[src/rtl/dual_deque_with_member_search_assert.svh]
// Assertion macros shared by the block's RTL.
// Both sample on the rising edge of i_clk and stay quiet while i_rst_n is low.
`ifndef DUAL_DEQUE_WITH_MEMBER_SEARCH_ASSERT_SVH
`define DUAL_DEQUE_WITH_MEMBER_SEARCH_ASSERT_SVH

// Condition that must hold in the same cycle as the trigger.
`define DDS_ASSERT_SAME(lbl, trig, cond, msg) \
    lbl: assert property (@(posedge i_clk) disable iff (!i_rst_n) (trig) |-> (cond)) \
        else $error(msg);

// Condition that must hold in the cycle after the trigger.
`define DDS_ASSERT_NEXT(lbl, trig, cond, msg) \
    lbl: assert property (@(posedge i_clk) disable iff (!i_rst_n) (trig) |=> (cond)) \
        else $error(msg);

`endif

[src/rtl/dds_pkg.sv]
package dds_pkg;

    typedef enum logic [1:0] {
        OP_APPEND    = 2'd0,
        OP_POP_FRONT = 2'd1,
        OP_POP_BACK  = 2'd2,
        OP_SEARCH    = 2'd3
    } t_op;

    typedef enum logic [1:0] {
        ST_OK    = 2'd0,
        ST_EMPTY = 2'd1,
        ST_FULL  = 2'd2
    } t_status;

    typedef enum logic [2:0] {
        S_IDLE,
        S_DISPATCH,
        S_POP,
        S_SCAN,
        S_DONE
    } t_state;

    localparam int NAME_HEAD_W = 64;
    localparam int NAME_TAIL_W = 8;
    localparam int NAME_W      = NAME_HEAD_W + NAME_TAIL_W;

    // Pointer updates for the selected list, applied by the top level.
    typedef struct packed {
        logic inc_front;
        logic inc_count;
        logic dec_count;
    } t_ptr_cmd;

    typedef struct packed {
        t_status                  status;
        logic                     found;
        logic [NAME_HEAD_W-1:0]   head;
        logic [NAME_TAIL_W-1:0]   tail;
    } t_result;

endpackage

[src/rtl/dds_ram.sv]
module dds_ram import dds_pkg::*; #(
    parameter int WIDTH = 72,
    parameter int DEPTH = 32,
    localparam int AW   = (DEPTH > 1) ? $clog2(DEPTH) : 1
) (
    input  logic             i_clk,
    input  logic             i_we,
    input  logic [AW-1:0]    i_waddr,
    input  logic [WIDTH-1:0] i_wdata,
    input  logic             i_re,
    input  logic [AW-1:0]    i_raddr,
    output logic [WIDTH-1:0] o_rdata
);

    logic [WIDTH-1:0] r_mem [DEPTH];
    logic [WIDTH-1:0] r_rdata;

    always_ff @(posedge i_clk) begin
        if (i_we) begin
            r_mem[i_waddr] <= i_wdata;
        end
        if (i_re) begin
            r_rdata <= r_mem[i_raddr];
        end
    end

    assign o_rdata = r_rdata;

endmodule

[src/rtl/dds_ctrl.sv]
module dds_ctrl import dds_pkg::*; #(
    parameter int LIST_DEPTH = 16,
    localparam int PW = (LIST_DEPTH > 1) ? $clog2(LIST_DEPTH) : 1,
    localparam int CW = $clog2(LIST_DEPTH + 1)
) (
    input  logic                   i_clk,
    input  logic                   i_rst_n,
    input  logic                   i_accept,
    input  t_op                    i_op,
    input  logic [NAME_HEAD_W-1:0] i_head,
    input  logic [NAME_TAIL_W-1:0] i_tail,
    input  logic [PW-1:0]          i_front,
    input  logic [CW-1:0]          i_count,
    input  logic                   i_out_free,
    input  logic [NAME_W-1:0]      i_rdata,
    output logic                   o_busy,
    output logic                   o_we,
    output logic                   o_re,
    output logic [PW-1:0]          o_slot,
    output t_ptr_cmd               o_ptr,
    output logic                   o_load,
    output t_result                o_result
);

    localparam int SW = CW + 1;

    t_state          r_state, n_state;
    logic [CW-1:0]   r_k, n_k;
    logic [PW-1:0]   r_ring, n_ring;
    t_result         r_result, n_result;

    logic [SW-1:0]   w_sum;
    logic [PW-1:0]   w_end_slot;
    logic [PW-1:0]   w_front_next;
    logic [PW-1:0]   w_ring_next;
    logic            w_hit;
    logic            w_full;
    logic            w_empty;
    logic            w_last;

    // Ring slot at offset count (append) or count-1 (pop back): the sum stays
    // below twice the depth, so one compare and subtract folds it back.
    always_comb begin
        w_sum = SW'(i_front) + SW'(i_count) - ((i_op == OP_POP_BACK) ? SW'(1) : SW'(0));
        if (w_sum >= SW'(LIST_DEPTH)) begin
            w_sum = w_sum - SW'(LIST_DEPTH);
        end
        w_end_slot = w_sum[PW-1:0];
    end

    assign w_front_next = (i_front == PW'(LIST_DEPTH - 1)) ? '0 : i_front + PW'(1);
    assign w_ring_next  = (r_ring == PW'(LIST_DEPTH - 1)) ? '0 : r_ring + PW'(1);

    // The shared compare unit: one stored entry per cycle against the key.
    assign w_hit   = (i_rdata == {i_tail, i_head});
    assign w_full  = (i_count >= CW'(LIST_DEPTH));
    assign w_empty = (i_count == '0);
    assign w_last  = ((r_k + CW'(1)) == i_count);

    always_comb begin
        n_state = r_state;
        case (r_state)
            S_IDLE: begin
                if (i_accept) begin
                    n_state = S_DISPATCH;
                end
            end
            S_DISPATCH: begin
                case (i_op)
                    OP_APPEND:    n_state = S_DONE;
                    OP_POP_FRONT: n_state = w_empty ? S_DONE : S_POP;
                    OP_POP_BACK:  n_state = w_empty ? S_DONE : S_POP;
                    OP_SEARCH:    n_state = w_empty ? S_DONE : S_SCAN;
                    default:      n_state = S_DONE;
                endcase
            end
            S_POP: n_state = S_DONE;
            S_SCAN: begin
                if (w_hit || w_last) begin
                    n_state = S_DONE;
                end
            end
            S_DONE: begin
                if (i_out_free) begin
                    n_state = S_IDLE;
                end
            end
            default: n_state = S_IDLE;
        endcase
    end

    always_comb begin
        o_we     = 1'b0;
        o_re     = 1'b0;
        o_slot   = w_end_slot;
        o_ptr    = '0;
        o_load   = 1'b0;
        n_k      = r_k;
        n_ring   = r_ring;
        n_result = r_result;
        case (r_state)
            S_DISPATCH: begin
                n_result = '{status: ST_OK, found: 1'b0, head: '0, tail: '0};
                case (i_op)
                    OP_APPEND: begin
                        if (w_full) begin
                            n_result.status = ST_FULL;
                        end else begin
                            o_we            = 1'b1;
                            o_ptr.inc_count = 1'b1;
                        end
                    end
                    OP_POP_FRONT, OP_POP_BACK: begin
                        if (w_empty) begin
                            n_result.status = ST_EMPTY;
                        end else begin
                            o_re            = 1'b1;
                            o_slot          = (i_op == OP_POP_FRONT) ? i_front : w_end_slot;
                            o_ptr.inc_front = (i_op == OP_POP_FRONT);
                            o_ptr.dec_count = 1'b1;
                        end
                    end
                    OP_SEARCH: begin
                        o_re   = !w_empty;
                        o_slot = i_front;
                        n_ring = w_front_next;
                        n_k    = '0;
                    end
                    default: ;
                endcase
            end
            S_POP: begin
                n_result.head = i_rdata[NAME_HEAD_W-1:0];
                n_result.tail = i_rdata[NAME_W-1:NAME_HEAD_W];
            end
            S_SCAN: begin
                o_slot = r_ring;
                if (w_hit) begin
                    n_result.found = 1'b1;
                end else if (!w_last) begin
                    o_re   = 1'b1;
                    n_ring = w_ring_next;
                    n_k    = r_k + CW'(1);
                end
            end
            S_DONE: o_load = i_out_free;
            default: ;
        endcase
    end

    always_ff @(posedge i_clk) begin
        if (!i_rst_n) begin
            r_state <= S_IDLE;
        end else begin
            r_state <= n_state;
        end
    end

    always_ff @(posedge i_clk) begin
        r_k      <= n_k;
        r_ring   <= n_ring;
        r_result <= n_result;
    end

    assign o_busy   = (r_state != S_IDLE);
    assign o_result = r_result;

endmodule

[src/rtl/dual_deque_with_member_search.sv]
// Append and failed removals go from dispatch straight to the done state; removals pass
// the pop state first, and a membership test scans up to LIST_DEPTH entries, one per
// cycle; the single shared name comparator and the one read port of the name memory set
// the scan rate. No new item is taken during work.
// Reset (synchronous, active low) empties both lists and the output register; the name
// memory is not cleared, since only counted entries are ever read.
module dual_deque_with_member_search import dds_pkg::*; #(
    parameter int LIST_DEPTH = 16
) (
    input  logic                   i_clk,
    input  logic                   i_rst_n,
    input  logic                   i_in_valid,
    output logic                   o_in_stall,
    input  logic [1:0]             i_operation,
    input  logic                   i_list_select,
    input  logic [NAME_HEAD_W-1:0] i_name_head,
    input  logic [NAME_TAIL_W-1:0] i_name_tail,
    output logic                   o_out_valid,
    input  logic                   i_out_stall,
    output logic [1:0]             o_status,
    output logic                   o_found,
    output logic [NAME_HEAD_W-1:0] o_removed_head,
    output logic [NAME_TAIL_W-1:0] o_removed_tail
);

`include "dual_deque_with_member_search_assert.svh"

    // Each list owns a ring of 2**PW slots in one shared memory; the list
    // select bit is the top address bit, so no multiply is needed to place it.
    localparam int PW        = (LIST_DEPTH > 1) ? $clog2(LIST_DEPTH) : 1;
    localparam int CW        = $clog2(LIST_DEPTH + 1);
    localparam int RAM_DEPTH = 2 * (2 ** PW);

    // The accepted item is held here for the whole operation.
    t_op                     r_op;
    logic                    r_list;
    logic [NAME_HEAD_W-1:0]  r_head;
    logic [NAME_TAIL_W-1:0]  r_tail;

    // Per-list ring state: front slot and number of entries.
    logic [PW-1:0]           r_front [2];
    logic [CW-1:0]           r_count [2];

    // Output register; it frees the sequencer as soon as a result is parked.
    logic                    r_out_valid;
    t_result                 r_out;

    logic                    w_in_xfer;
    logic                    w_busy;
    logic                    w_out_free;
    logic                    w_we;
    logic                    w_re;
    logic [PW-1:0]           w_slot;
    logic [NAME_W-1:0]       w_rdata;
    t_ptr_cmd                w_ptr;
    logic                    w_load;
    t_result                 w_result;
    logic [PW-1:0]           w_front;
    logic [CW-1:0]           w_count;

    assign o_in_stall = w_busy;
    assign w_in_xfer  = i_in_valid && !w_busy;
    assign w_out_free = !r_out_valid || !i_out_stall;
    assign w_front    = r_front[r_list];
    assign w_count    = r_count[r_list];

    always_ff @(posedge i_clk) begin
        if (w_in_xfer) begin
            r_op   <= t_op'(i_operation);
            r_list <= i_list_select;
            r_head <= i_name_head;
            r_tail <= i_name_tail;
        end
    end

    // The sequencer: dispatches the operation, drives the memory and, for a
    // membership test, walks the list through the shared comparator.
    dds_ctrl #(
        .LIST_DEPTH (LIST_DEPTH)
    ) u_ctrl (
        .i_clk      (i_clk),
        .i_rst_n    (i_rst_n),
        .i_accept   (w_in_xfer),
        .i_op       (r_op),
        .i_head     (r_head),
        .i_tail     (r_tail),
        .i_front    (w_front),
        .i_count    (w_count),
        .i_out_free (w_out_free),
        .i_rdata    (w_rdata),
        .o_busy     (w_busy),
        .o_we       (w_we),
        .o_re       (w_re),
        .o_slot     (w_slot),
        .o_ptr      (w_ptr),
        .o_load     (w_load),
        .o_result   (w_result)
    );

    // Each entry keeps its own copy of the name: ninth byte above the first eight.
    dds_ram #(
        .WIDTH (NAME_W),
        .DEPTH (RAM_DEPTH)
    ) u_name_ram (
        .i_clk   (i_clk),
        .i_we    (w_we),
        .i_waddr ({r_list, w_slot}),
        .i_wdata ({r_tail, r_head}),
        .i_re    (w_re),
        .i_raddr ({r_list, w_slot}),
        .o_rdata (w_rdata)
    );

    // Pointer updates apply only to the list the current item selected.
    always_ff @(posedge i_clk) begin
        if (!i_rst_n) begin
            r_front[0] <= '0;
            r_front[1] <= '0;
            r_count[0] <= '0;
            r_count[1] <= '0;
        end else begin
            if (w_ptr.inc_front) begin
                r_front[r_list] <= (w_front == PW'(LIST_DEPTH - 1)) ? '0 : w_front + PW'(1);
            end
            if (w_ptr.inc_count) begin
                r_count[r_list] <= w_count + CW'(1);
            end else if (w_ptr.dec_count) begin
                r_count[r_list] <= w_count - CW'(1);
            end
        end
    end

    // A parked result leaves on an output transfer; a new one is loaded only
    // when the register is empty or being emptied in the same cycle.
    always_ff @(posedge i_clk) begin
        if (!i_rst_n) begin
            r_out_valid <= 1'b0;
        end else if (w_load) begin
            r_out_valid <= 1'b1;
        end else if (!i_out_stall) begin
            r_out_valid <= 1'b0;
        end
    end

    always_ff @(posedge i_clk) begin
        if (w_load) begin
            r_out <= w_result;
        end
    end

    assign o_out_valid    = r_out_valid;
    assign o_status       = r_out.status;
    assign o_found        = r_out.found;
    assign o_removed_head = r_out.head;
    assign o_removed_tail = r_out.tail;

    `DDS_ASSERT_SAME(a_count_bound,
        1'b1,
        (r_count[0] <= CW'(LIST_DEPTH)) && (r_count[1] <= CW'(LIST_DEPTH)),
        "list entry count above depth")
    `DDS_ASSERT_SAME(a_load_when_free,
        w_load,
        w_out_free,
        "result loaded over a stalled output")
    `DDS_ASSERT_SAME(a_full_means_full,
        w_load && (w_result.status == ST_FULL),
        (r_op == OP_APPEND) && (w_count == CW'(LIST_DEPTH)),
        "full status without a full list")
    `DDS_ASSERT_NEXT(a_found_from_search,
        w_load && w_result.found,
        o_out_valid && o_found && (r_op == OP_SEARCH),
        "found set outside a membership test")

endmodule
[config.mk]
export PLATFORM = sky130hd
export DESIGN_NAME = dual_deque_with_member_search
export DESIGN_NICKNAME = d
export VERILOG_FILES = /design/src/rtl/dds_pkg.sv /design/src/rtl/dds_ram.sv /design/src/rtl/dds_ctrl.sv /design/src/rtl/dual_deque_with_member_search.sv
export VERILOG_INCLUDE_DIRS = /design/src /design/src/rtl
export SDC_FILE = /design/constraint.sdc
export NUM_CORES = 2
export LEC_CHECK = 0
export BUFFER_PORTS_ARGS = -buffer_cell sky130_fd_sc_hd__clkbuf_2
export CORE_MARGIN = 2
export CORE_UTILIZATION = 45
export CTS_CLUSTER_DIAMETER = 100
export DETAILED_ROUTE_END_ITERATION = 8
export GPL_ROUTABILITY_DRIVEN = 1
export PLACE_DENSITY = 0.56
export SYNTH_ARGS = -nofsm -noshare
export SYNTH_HDL_FRONTEND = slang
export SYNTH_SLANG_ARGS = --single-unit
[constraint.sdc]
create_clock -name i_clk -period 8.8 [get_ports i_clk]
set_clock_uncertainty 0.1 [all_clocks]
set_input_delay 0.44 -clock i_clk [delete_from_list [all_inputs] [get_ports i_clk]]
set_output_delay 0.44 -clock i_clk [all_outputs]
set_load 0.005 [all_outputs]
==> results.md <==
* # Max-Cap Violations at 0
* Register area at between 70000 and 80000 um^2
* Die H at 487 um
* Multi-input combinational cell area at 24000 um^2
* Vias per cell at 6.12
* TritonCTS clock tree: done
* Fmax at 145 MHz
* Ys flop type: edfxtp_1
* I/O Buffers at roughly 160
* Row count at 177
* Ys async rst share at 0%
* Largest cells by area after synthesis: edfxtp_1, mux2i_1, mux4_2, a22oi_1, nand4_1
* Nets at 6247
* CTS Sinks at 2633
* Tmin final at 6.92 ns
* Cells after DPL at slightly below 9000
* Clk Latency, worst-skew pair at approximately 0.96 ns
* Share of cells above drive strength 1 at 14.9%
* Die width at 487 um
* Status: finished clean
* CTS buffer count at 298
* Highest-count cells in the layout ignoring fill and taps: edfxtp_1, mux2i_1, clkbuf_16
* Drt total wl at 308000 um
* Drt drc at 0
* First-pass GRT wire length at between 400000 and 500000 um
* Slew Limit Fails at 0
* Core ar. at approximately 230000 um^2
* Largest net degree at the start of global routing at 137
* WP buf/inv at 3
* Syn Nets at 5889
* # H-tree levels at 5
* Average cell area after synthesis at 18.1 um^2
* Initial antenna violation count at 7
* Syn Std Cell Area at 105000 um^2
* DR iter-0 viols at 7064
* FILL cells at 18700
* RSZ-0062 raised after global routing: no
* Worst EP arrival at 7.37 ns
* Final setup fails at 0
* Post-synth top area cell: edfxtp_1
* Routability cong. at just over 0.8
* Overflow after GRT at 0
* Vias after detailed routing at around 58000
* Register area share after synthesis at 75.4%
* Non-Filler Instances at between 9000 and 10000
* Mapped Cells at around 5800
* Worst EP required at 9.25 ns
* Full die area at 237000 um^2
* Setup_tns at 0 ns
* Yosys warnings at 0
* CP max-delay cell: nor2_4
* Synthesis-to-finish area growth at 13.9%
* Worst setup SP type: register
* Worst vdd ir at 0.445 mV
* CP Capture Type: register
* Slew margin rel. at 4.17%
* Actual slew at the worst max-slew pin at between 1 and 1.5 ns
* Root Buffer Master: clkbuf_16
* IO Pins at 156
* Post-DP HPWL at 159000 um
* Initial Utilization at 45.2%
* GRT Overall Usage at 25.7%
* Critical path class: register to register
* Worst hold path type: input port to register
* Crit-path cells: mux2_2, inv_1, ha_1, inv_1, ha_1, fa_1, nand3b_1, a2bb2oi_1, and3_4, nand3_4, nor2_1, nand2_1, nor2_4, buf_4
* CTS Buffer Depth at 4
* DR WL/cell at 32.8 um
* 1st-pass router iterations at 5
* Power per Cell Area at 374 nW/um^2
* Share of the synthesized area in the top cell type at approximately three quarters
* Yosys reg bits at 2633
* Final Cycle Share at 78.6%
* Hold Vio Cnt, Final at 0
* Crit-path max FO at 39
* CP delay by family, top: simple AND/OR/NAND/NOR gates
* P_leak at 40.4 nW
* Clock slew at reported path FFs at 0.06 ns
* Number of synthesized flops with an enable pin at 2628
* Most common cell after layout, fill and taps aside: edfxtp_1
* Vias in the first global route at 56900
* CP peak stage delay at around 0.94 ns
* Yosys cell types at 82
* Final antenna-violating net count at 0
## worst register-to-register path: stages (launching register included)
cell and delay (ns):
dfxtp_1 0.75, mux2_2 0.47, inv_1 0.11, ha_1 0.25, inv_1 0.07, ha_1 0.19, fa_1 0.43, nand3b_1 0.24
a2bb2oi_1 0.36, and3_4 0.67, nand3_4 0.45, nor2_1 0.31, nand2_1 0.51, nor2_4 0.94, buf_4 0.59
## worst paths after layout
path / from / end / slack (ns) / depth (start not counted)
worst max register to register: register / u_name_ram.r_mem[0][68]$_DFFE_PP_ / 1.88 / 14
worst min register to register: u_ctrl.o_result[15]$_SDFFCE_PN0P_ / o_removed_head[7]$_DFFE_PP_ / 0.31 / 0
worst min-delay path: i_name_head[35] / r_head[35]$_DFFE_PP_ / 0.1 / 2
worst max-delay path: register / u_name_ram.r_mem[0][68]$_DFFE_PP_ / 1.88 / 14
## synth_stat cells, drive strengths merged (89+ instances only)
cell type,n
clkbuf,134
nand2,174
o21ai,104
o2111a,89
a21oi,96
nor2,191
mux4,121
buf,249
edfxtp,2628
nand4,166
mux2i,971
o31ai,93
a22oi,188
## logic make-up after synthesis
logic type | Yosys count | synth area share, %
AO/OA/AOI/OAI | 862 | 6.23
XOR/XNOR | 89 | 0.764
adder cells (fa/ha/maj) | 18 | 0.229
buffers and inverters | 408 | 2.14
flip-flops | 2633 | 75.4
multiplexers | 1098 | 12.0
AND/OR/NAND/NOR | 684 | 3.27
## through the flow
| step | cell area [um^2] | hold slack, ns | setup WS, ns | power [mW] | utilization, % |
|---|---|---|---|---|---|
| 6_report | 119000 | 0.0985 | 1.88 | 44.6 | 51.4 |
| 5_1_grt | 119000 | 0.0664 | 1.69 | 46.3 | 51.4 |
| 4_1_cts | 119000 | 0.0407 | 2.01 | 44.7 | 51.4 |
| 3_5_place_dp | 110000 | 0.305 | 2.09 | 33.1 | 47.3 |
| 3_3_place_gp | 110000 | 0.302 | 2.14 | 32.9 | 47.3 |
| 2_1_floorplan | 105000 | 0.300 | 1.82 | 27.7 | - |
## area by class of cell
cell class / instances / area share [%]
sequential: 2633 / 66.2
timing repair buffer: 441 / 2.96
tap: 3043 / 3.19
clock buffer: 361 / 6.55
inverter: 25 / 0.0786
multi-input combinational: 2751 / 20.1
clock inverter: 140 / 0.920
antenna: 3 / 0.00629
## metal layers
metal / global-route usage (%) / part of all wire [%] / up-vias
met3: 4.92 / 7.6 / 491
met4: 8.07 / 3.1 / 2
met5: 0 / 0.0023 / -
met1: 36.2 / 43 / 30300
met2: 40.4 / 47 / 2477
li1: - / - / 24200
## sequential cells by signal (all words and copies together), names as in the netlist, named ones only
name and cells:
u_name_ram.o_rdata 72, u_ctrl.r_k 5, r_head 64, o_status 2, u_ctrl.o_result 75, o_removed_head 64
u_ctrl.r_state 3, r_tail 8, u_name_ram.r_mem 2304, o_out_valid 1, o_removed_tail 8, r_count 10
o_found 1, u_ctrl.r_ring 4, r_list 1, r_front 8, r_op 2
## where the power goes
part	total, mW	switching [mW]	internal [mW]	leakage (nW)
registers	15.6	0.450	15.2	23.8
logic	17.4	11.2	6.17	12.3
clock network	11.6	4.86	6.78	4.36
total	44.6	16.5	28.1	40.4
## timing repair
item / in CTS / in global routing
buffers inserted: 0 / 0
setup endpoints to repair: 0 / 0
hold buffers: 79 / 0
endpoints found under the hold margin: 110 / 0
resized for setup: 0 / 0
Note: power is estimated with default switching activity, not from simulation.
